**config.mk**
```make
export PLATFORM = sky130hd
export DESIGN_NAME = mwq_event_unit
export DESIGN_NICKNAME = d
export VERILOG_FILES = /design/src/rtl/core/mwq_pkg.sv /design/src/rtl/core/mwq_event_unit.sv
export SDC_FILE = /design/constraint.sdc
export NUM_CORES = 1
export LEC_CHECK = 0
export BUFFER_PORTS_ARGS = -buffer_cell sky130_fd_sc_hd__buf_4
export CAP_MARGIN = 20
export CORE_MARGIN = 2
export CORE_UTILIZATION = 61
export DETAILED_ROUTE_END_ITERATION = 8
export PLACE_DENSITY = 0.95
export SYNTH_ARGS = -nofsm -noshare
export SYNTH_HDL_FRONTEND = slang
export SYNTH_SLANG_ARGS = --single-unit
export TNS_END_PERCENT = 10
```
**constraint.sdc**
```tcl
create_clock -name clk_i -period 11.29 [get_ports clk_i]
set_input_delay 0.5645 -clock clk_i [delete_from_list [all_inputs] [get_ports clk_i]]
set_output_delay 0.5645 -clock clk_i [all_outputs]
set_load 0.02 [all_outputs]
```
**src/rtl/core/mwq_pkg.sv**
```systemverilog
`default_nettype none

package mwq_pkg;

  localparam int unsigned MWQ_TIME_BITS     = 48;
  localparam int unsigned MWQ_VALUE_BITS    = 32;
  localparam int unsigned MWQ_COUNT_BITS    = 16;

  // Configuration port geometry.
  localparam int unsigned MWQ_REG_IDX_BITS  = 3;
  localparam int unsigned MWQ_CFG_DATA_BITS = 64;
  // The maximum threshold sits in the upper half of the threshold pair.
  localparam int unsigned MWQ_THR_MAX_LSB   = 32;
  // Rise, fall and cross targets.
  localparam int unsigned MWQ_EVENT_SLICES  = 3;

  typedef enum logic [MWQ_REG_IDX_BITS-1:0] {
    REG_ENABLE_MASK    = 3'd0,
    REG_DELAY_TIME     = 3'd1,
    REG_FROM_TIME      = 3'd2,
    REG_TO_TIME        = 3'd3,
    REG_THRESHOLD_PAIR = 3'd4,
    REG_CROSS_LEVEL    = 3'd5,
    REG_EVENT_TARGETS  = 3'd6
  } mwq_reg_e;

  // Check enables, most significant first so that bit 0 is the delay check.
  typedef struct packed {
    logic crossing;
    logic fall;
    logic rise;
    logic max;
    logic min;
    logic to;
    logic from;
    logic delay;
  } mwq_enable_t;

  localparam int unsigned MWQ_ENABLE_BITS = $bits(mwq_enable_t);

endpackage

`default_nettype wire

```
**src/rtl/core/mwq_event_unit.sv**
```systemverilog
`default_nettype none

module mwq_event_unit
  import mwq_pkg::*;
#(
  parameter int unsigned VALUE_BITS = MWQ_VALUE_BITS,
  parameter int unsigned COUNT_BITS = MWQ_COUNT_BITS
) (
  input  wire                                     clk_i,
  input  wire                                     rst_ni,
  input  wire                                     step_i,
  input  wire signed [VALUE_BITS-1:0]             value_i,
  input  wire signed [VALUE_BITS-1:0]             level_i,
  input  mwq_enable_t                             enable_i,
  input  wire [MWQ_EVENT_SLICES*COUNT_BITS-1:0]   targets_i,
  output logic [COUNT_BITS-1:0]                   rises_o,
  output logic [COUNT_BITS-1:0]                   falls_o,
  output logic [COUNT_BITS-1:0]                   crosses_o,
  output logic                                    event_ok_o
);

  localparam logic [COUNT_BITS-1:0] CntAny = '1;
  localparam logic [COUNT_BITS-1:0] CntMax = CntAny - COUNT_BITS'(1);

  logic signed [VALUE_BITS-1:0] prev_q;
  logic                         rising_q, rising_d, falling_q, falling_d;
  logic [COUNT_BITS-1:0]        rise_q, rise_d, fall_q, fall_d, cross_q, cross_d;
  logic                         any_ev, rise_start, fall_start, crossed;
  logic [COUNT_BITS-1:0]        tgt_rise, tgt_fall, tgt_cross;

  assign any_ev     = enable_i.rise | enable_i.fall | enable_i.crossing;
  assign rise_start = (value_i > prev_q) && !rising_q;
  assign fall_start = (value_i < prev_q) && !falling_q;
  assign crossed    = ((value_i < level_i) && (prev_q > level_i)) ||
                      ((value_i > level_i) && (prev_q < level_i));

  // Counters stop one short of all ones, which is kept for the "any" target.
  assign rise_d  = (rise_start && rise_q < CntMax) ? rise_q + COUNT_BITS'(1) : rise_q;
  assign fall_d  = (fall_start && fall_q < CntMax) ? fall_q + COUNT_BITS'(1) : fall_q;
  assign cross_d = (crossed && cross_q < CntMax) ? cross_q + COUNT_BITS'(1) : cross_q;

  assign rising_d  = rise_start ? 1'b1 : (fall_start ? 1'b0 : rising_q);
  assign falling_d = fall_start ? 1'b1 : (rise_start ? 1'b0 : falling_q);

  assign tgt_rise  = targets_i[0*COUNT_BITS +: COUNT_BITS];
  assign tgt_fall  = targets_i[1*COUNT_BITS +: COUNT_BITS];
  assign tgt_cross = targets_i[2*COUNT_BITS +: COUNT_BITS];

  // With every event check disabled the state is frozen and shown as it is.
  assign rises_o   = any_ev ? rise_d  : rise_q;
  assign falls_o   = any_ev ? fall_d  : fall_q;
  assign crosses_o = any_ev ? cross_d : cross_q;

  assign event_ok_o = !any_ev ||
    (enable_i.rise     && (tgt_rise  == CntAny || tgt_rise  == rise_d))  ||
    (enable_i.fall     && (tgt_fall  == CntAny || tgt_fall  == fall_d))  ||
    (enable_i.crossing && (tgt_cross == CntAny || tgt_cross == cross_d));

  always_ff @(posedge clk_i or negedge rst_ni) begin
    if (!rst_ni) begin
      prev_q    <= '0;
      rising_q  <= 1'b0;
      falling_q <= 1'b0;
      rise_q    <= '0;
      fall_q    <= '0;
      cross_q   <= '0;
    end else if (step_i && any_ev) begin
      prev_q    <= value_i;
      rising_q  <= rising_d;
      falling_q <= falling_d;
      rise_q    <= rise_d;
      fall_q    <= fall_d;
      cross_q   <= cross_d;
    end
  end

endmodule

`default_nettype wire

```
==> flow_summary.toml, run 1 <==
[run_status]
status = "complete, no violations"

[synthesis]
synth_most_common_cell = "nand2_1"
syn_area_um2 = 7980
synth_top_flop_cell = "dfrtp_1"
synth_edf_count = 0
seq_area_frac_synth_pct = 25.7
ys_async_sr_fraction_pct = 100
synth_nets = 1202
yosysUniqueCellTypes = 65
synthTopCellsByArea = "dfrtp_1, ha_1, xnor2_1"
yosysWarningCount = 0
ys_top_cells_by_count = "nand2_1, ha_1, xnor2_1"
synth_top_area_share_pct = 25.7
ys_ff_latch = 82
synth_largest_area_cell = "dfrtp_1"
synthCells = 980
avgSynthCellArea_um2 = 8.14

[floorplanning]
num_rows = 41
die_area_um2 = 14000
core-area_um2 = 12700
ioPinCount = 172
initial_core_util_pct = 63.0
die_h_um = 118
fp.dieW_um = 118

[clocking]
cts_hold_buffers = 0
numCtsBuffers = 9
cts_tree = "yes"
clock_latency_ns = 0.35
cts_num_sinks = 82
clockRootBuffer = "clkbuf_16"
clkTransAtPathRegs_ns = 0.06
cts_resized = 0
postCtsSetupBuffers = 0
clk_path_buf_depth = 2
htree_levels = 3

[final_layout]
syn2layout_area_growth_pct = 20.8
antenna_cells = 0
seqCellArea_um2 = 2050
fillers = 847
multi_input_area_um2 = 5480
nets = 1338
final_cells = 1292
drive_gt1_share_pct = 18.6

[critical_path]
r2r-start = "prev_q[11]"
crit_cells = 15
crit_family = "compound AO/OA/AOI/OAI gates"
cp_cell_sequence = "inv_1 -> ha_1 -> a21oi_1 -> o21ai_0 -> a2111oi_0 -> a21oi_1 -> or3_1 -> a21oi_2 -> nand2_1 -> or3_1 -> xnor2_1 -> a2111o_1 -> o31a_1 -> o41ai_2 -> buf_4"
crit_fanout = 19
endpoint_kind = "output pin"
worstSetupStartpointType = "register"
crit_buf_inv = 2
slowest_delay_ns = 0.67
slowest_stage = "a21oi_2"
arrival_ns = 5.18
cp.required_ns = 10.73
r2r-end = "rise_q[14]"
ff2ff_setup_slack_ns = 7.18
worstSetupPathType = "register to output pin"
reg2reg_depth = 12

[place]
dp_worst_setup_slack_ns = 5.73
numPortBuffers = 166
dp_hpwl_um = 16900
gp_congestion = 0.950
dp_cells = 1276

[flow_run]
drv_cap = 0

[routing]
detail_route.iter0.violations = 682
route.detailed.drc = 0
final_antenna_net_count = 0
drtPass1Iterations = 5
via_count = 7920
totalWireLength_um = 22700
wire_per_inst_um = 17.6
vias_per_cell = 6.13

[power]
sw_frac_of_total_pct = 39.6
pwr-share-seq_pct = 31.7
clkPwrFrac_pct = 25.2
total_power_mw = 1.29
p_sw_mw = 0.512
power_density_nw_per_um2 = 134
combPwrFrac_pct = 43.2
irDropWorstVdd_uv = 152
power_leakage_nw = 4.74
p_int_mw = 0.780

[global_route]
gr-total-overflow = 0
grt_max_degree = 85
met1_usage_pct = 38.1
grt_pass1_wl_um = 36400
antenna_found_initial = 0
grt_busiest_layer = "met2"
grt_pass1_vias = 7743
met2_usage_pct = 54.4
grtUsageMet3_pct = 6.08
grt_util_all_layers_pct = 32.0

[timing]
fin_ws_ns = 5.54
min_period_ns = 5.75
finalHoldViolCount = 0
slew_headroom_pct = 37.0
worstMarginPinSlew_ns = 0.943
hold_ws_ns = 0.0509
finalCritPeriodShare_pct = 50.9
setup_tns_ns = 0
setup_viol = 0
skew_ns = 0.00671
maxSlewViolCount = 0
rsz0062_at_grt = "false"
fmax_ghz = 0.174

[hold_path]
hold_path.class = "input pin to asynchronous set/reset pin"
cell type report:
cell class | instances | area share [%]
flip-flops and latches | 82 | 21.3
multi-input cells | 779 | 56.8
repair buffers | 169 | 13.4
inverters | 75 | 2.92
clock inverters | 1 | 0.312
well taps | 172 | 2.23
clock buffers | 14 | 3.05
logic make-up after synthesis:
logic type                 count (synthesis)  share of synthesized area (%)
muxes                                      8                           1.07
AOI/OAI and AO/OA                        172                           14.0
DFF                                       82                           25.7
adders and majority gates                 99                           15.5
buffers and inverters                    119                           5.72
xor gates and xnor gates                 154                           16.9
and+or+nand+nor                          346                           21.1
metrics by stage:
stage	area (µm²)	utilization (%)
floorplan	7980	-
global placement	9290	73.3
detailed placement	9290	73.3
CTS	9610	75.8
global route	9640	76.1
finish	9640	76.1
layout by cell type (no fill, tap or decap), types with 9 or more instances in the layout:
cell type  count
xnor2_1       87
a21oi_1       46
inv_1         75
and3_1        15
xor2_1        67
buf_4        168
o21ai_0       55
o211ai_1       9
nor2_1        76
clkbuf_16      9
nand3_1       29
dfrtp_1       82
a21o_1         9
nand4_1       41
nor3_1        11
nand2_1      123
ha_1          99
layer usage:
metal	share of wire, %	wire [µm]
met5	0	0
met4	3.9	884
met3	7.6	1720
met2	48	11000
met1	40	9120
power groups by stage:
stage | Clock (mW) | Combinational, mW | Sequential (mW)
floorplan | 0 | 0.386 | 0.373
CTS | 0.324 | 0.548 | 0.406
detailed placement | 0 | 0.543 | 0.410
global route | 0.339 | 0.601 | 0.414
finish | 0.325 | 0.558 | 0.409
global placement | 0 | 0.522 | 0.407
sequential cells by signal (all words and copies together), names as in the netlist:
| name | cells |
|---|---|
| prev_q | 32 |
| cross_q | 16 |
| fall_q | 16 |
| rise_q | 16 |
| falling_q | 1 |
| rising_q | 1 |
worst register-to-register path, stage by stage (launching register included):
cell	delay [ns]
dfrtp_1	0.35
inv_1	0.07
ha_1	0.31
a21oi_1	0.20
o21ai_0	0.11
a2111oi_0	0.50
a21oi_1	0.18
or3_1	0.57
a21oi_2	0.68
nand2_1	0.31
nor2_1	0.39
nand4_1	0.17
xnor2_1	0.16
worst max-delay path by stage:
stage / startpoint / to / slack, ns
after floorplan: level_i[17] / event_ok_o / 6.79
after global placement: value_i[11] / event_ok_o / 5.83
after detailed placement: value_i[11] / event_ok_o / 5.73
after CTS: prev_q[11] / event_ok_o / 5.62
after global routing: prev_q[11] / event_ok_o / 5.21
final: prev_q[11] / event_ok_o / 5.54
(Power assumes the default switching activity.)
==> inputs of run 2 (changes only) <==
- CORE_UTILIZATION: 61 -> 56
- PLACE_DENSITY: 0.95 -> 0.89
- clock period: 11.29 -> 5.3 ns (I/O delays scaled with it)
==> run 2 against run 1 <==
First-iteration DRC count fell by 3.4%. Core utilization fell by 6.9 points. Worst hold slack gained 0.095 ns. Sequential share of layout area increased by 0.080 points. Non-clock buffer count grew 2. Final area shrank 0.38%. Critical path depth grew 1. Clock power increased by 76%. Clock skew decreased by 0.0028 ns. Critical path type unchanged. Highest routed layer unchanged.
==> flow_summary.toml, run 2 (synthesis gave the netlist of run 1 again) <==
[routing]
wire_per_inst_um = 16.7
final_antenna_net_count = 0
dr_wl_met2_um = 10500
vias_per_cell = 5.92
detail_route.iter0.violations = 659
wl_met3_um = 1560
via_count = 7703
maxUsedRoutingLayer = "met4"
wl_met1_um = 8980
drtPass1Iterations = 7
totalWireLength_um = 21800
route.detailed.drc = 0

[critical_path]
slowest_delay_ns = 0.56
crit_buf_inv = 3
r2r-start = "prev_q[11]"
slowest_stage = "or3_1"
reg2reg_depth = 13
cp_cell_sequence = "inv_1 -> ha_1 -> a21oi_1 -> o21ai_0 -> a2111oi_0 -> a21oi_1 -> or3_1 -> a21oi_2 -> buf_4 -> nand2_1 -> or3_1 -> xnor2_1 -> a2111o_1 -> o31a_1 -> o41ai_2 -> buf_4"
worstSetupStartpointType = "register"
crit_family = "compound AO/OA/AOI/OAI gates"
worstSetupPathType = "register to output pin"
endpoint_kind = "output pin"
ff2ff_setup_slack_ns = 1.68
cp.required_ns = 5.04
r2r-end = "rise_q[14]"
crit_fanout = 19
arrival_ns = 4.63

[final_layout]
syn2layout_area_growth_pct = 20.3
seqCellArea_um2 = 2050
stdcell_area_um2 = 9600
multi_input_area_um2 = 5480
final_common_cell = "buf_4"
top_register = "prev_q"
antenna_cells = 0
fillers = 1118
largest_reg_flops = 32
layout_common_cells = "buf_4, nand2_1, ha_1"
drive_gt1_share_pct = 18.3
nets = 1340

[clocking]
htree_levels = 3
clockRootBuffer = "clkbuf_16"
numCtsBuffers = 9
clk_path_buf_depth = 2
cts_num_sinks = 82
cts_tree = "yes"
clkTransAtPathRegs_ns = 0.06
postCtsSetupBuffers = 0
clock_latency_ns = 0.35

[global_route]
grt_max_degree = 83
gr-total-overflow = 0
grt_pass1_wl_um = 35200
grt_pass1_vias = 7399
antenna_found_initial = 0
grt_util_all_layers_pct = 29.2

[hold_path]
whs_endpoint = "prev_q[18]"
min_path_cells = 3
hold_path.class = "input pin to register"
hp-start = "value_i[18]"

[timing]
finalHoldViolCount = 0
fin_ws_ns = 0.408
finalCritPeriodShare_pct = 92.3
setup_viol = 0
skew_ns = 0.00388
slew_headroom_pct = 36.2
fmax_ghz = 0.204
worstMarginPinSlew_ns = 0.954
setup_tns_ns = 0
min_period_ns = 4.89
rsz0062_at_grt = "false"
maxSlewViolCount = 0

[place]
dp_hpwl_um = 16800
dp_worst_setup_slack_ns = 0.788
gp_congestion = 0.910
placed_area_um2 = 9300
numPortBuffers = 166

[floorplanning]
initial_core_util_pct = 57.5
die_area_um2 = 15200
core-area_um2 = 13900
num_rows = 43
fp.dieW_um = 123
die_h_um = 123
ioPinCount = 172

[power]
power_density_nw_per_um2 = 272
irDropWorstVdd_uv = 308
power_leakage_nw = 4.71

[run_status]
status = "complete, no violations"

[flow_run]
drv_cap = 0
-- run 2: cell count changes in the layout (fill, tap and decap cells not counted), sizes merged --
cell	previous run	this run
buf	169	170
bufinv	1	0
dlygate4sd3	0	1
-- run 2: cell type report --
type,instances,share of cell area (%)
Clock buffer,14,2.65
Multi-Input combinational cell,779,57.1
Timing Repair Buffer,171,13.6
Sequential cell,82,21.4
Tap cell,180,2.35
Inverter,75,2.93
-- run 2: timing repair --
action                                  in CTS  in global routing
hold buffers                                 0                  1
resized for setup                            0                  1
endpoints found under the setup margin       0                  1
endpoints found under the hold margin        0                 14
-- run 2: power breakdown --
part           leakage (nW)  switching, mW  internal [mW]  total [mW]
logic                  3.55          0.654          0.517        1.17
registers              1.04          0.146          0.720       0.867
clock network         0.123          0.247          0.326       0.573
total                  4.71           1.05           1.56        2.61
-- run 2: how the worst max path moves through the flow --
stage,startpoint,end,slack [ns],depth (start not counted)
after floorplan,level_i[17],event_ok_o,1.40,15
after global placement,value_i[11],event_ok_o,0.82,16
after detailed placement,value_i[31],event_ok_o,0.79,15
after CTS,prev_q[31],event_ok_o,0.30,15
after global routing,prev_q[11],event_ok_o,0.13,16
final,prev_q[11],event_ok_o,0.41,16
-- run 2: metrics by stage --
step / power (mW) / utilization (%) / cells / hold slack (ns)
after floorplan: 1.62 / - / 980 / -0.0306
after global placement: 1.98 / 67.0 / 1285 / 0.478
after detailed placement: 2.02 / 67.0 / 1285 / 0.504
after CTS: 2.60 / 68.8 / 1299 / 0.145
after global routing: 2.76 / 69.2 / 1301 / 0.154
final: 2.61 / 69.2 / 1301 / 0.146
-- run 2: metal layers --
metal	GRT usage, %	vias up
li1	-	3694
met1	37.5	3623
met2	48.4	318
met3	4.34	68
met4	13.6	0
met5	0	-
-- run 2: worst register-to-register path, stage by stage (launching register included) --
cell,delay (ns)
dfrtp_1,0.36
inv_1,0.06
ha_1,0.31
a21oi_1,0.20
o21ai_0,0.11
a2111oi_0,0.45
a21oi_1,0.17
or3_1,0.56
a21oi_2,0.20
buf_4,0.22
nand2_1,0.18
nor2_1,0.38
nand4_1,0.16
xnor2_1,0.16
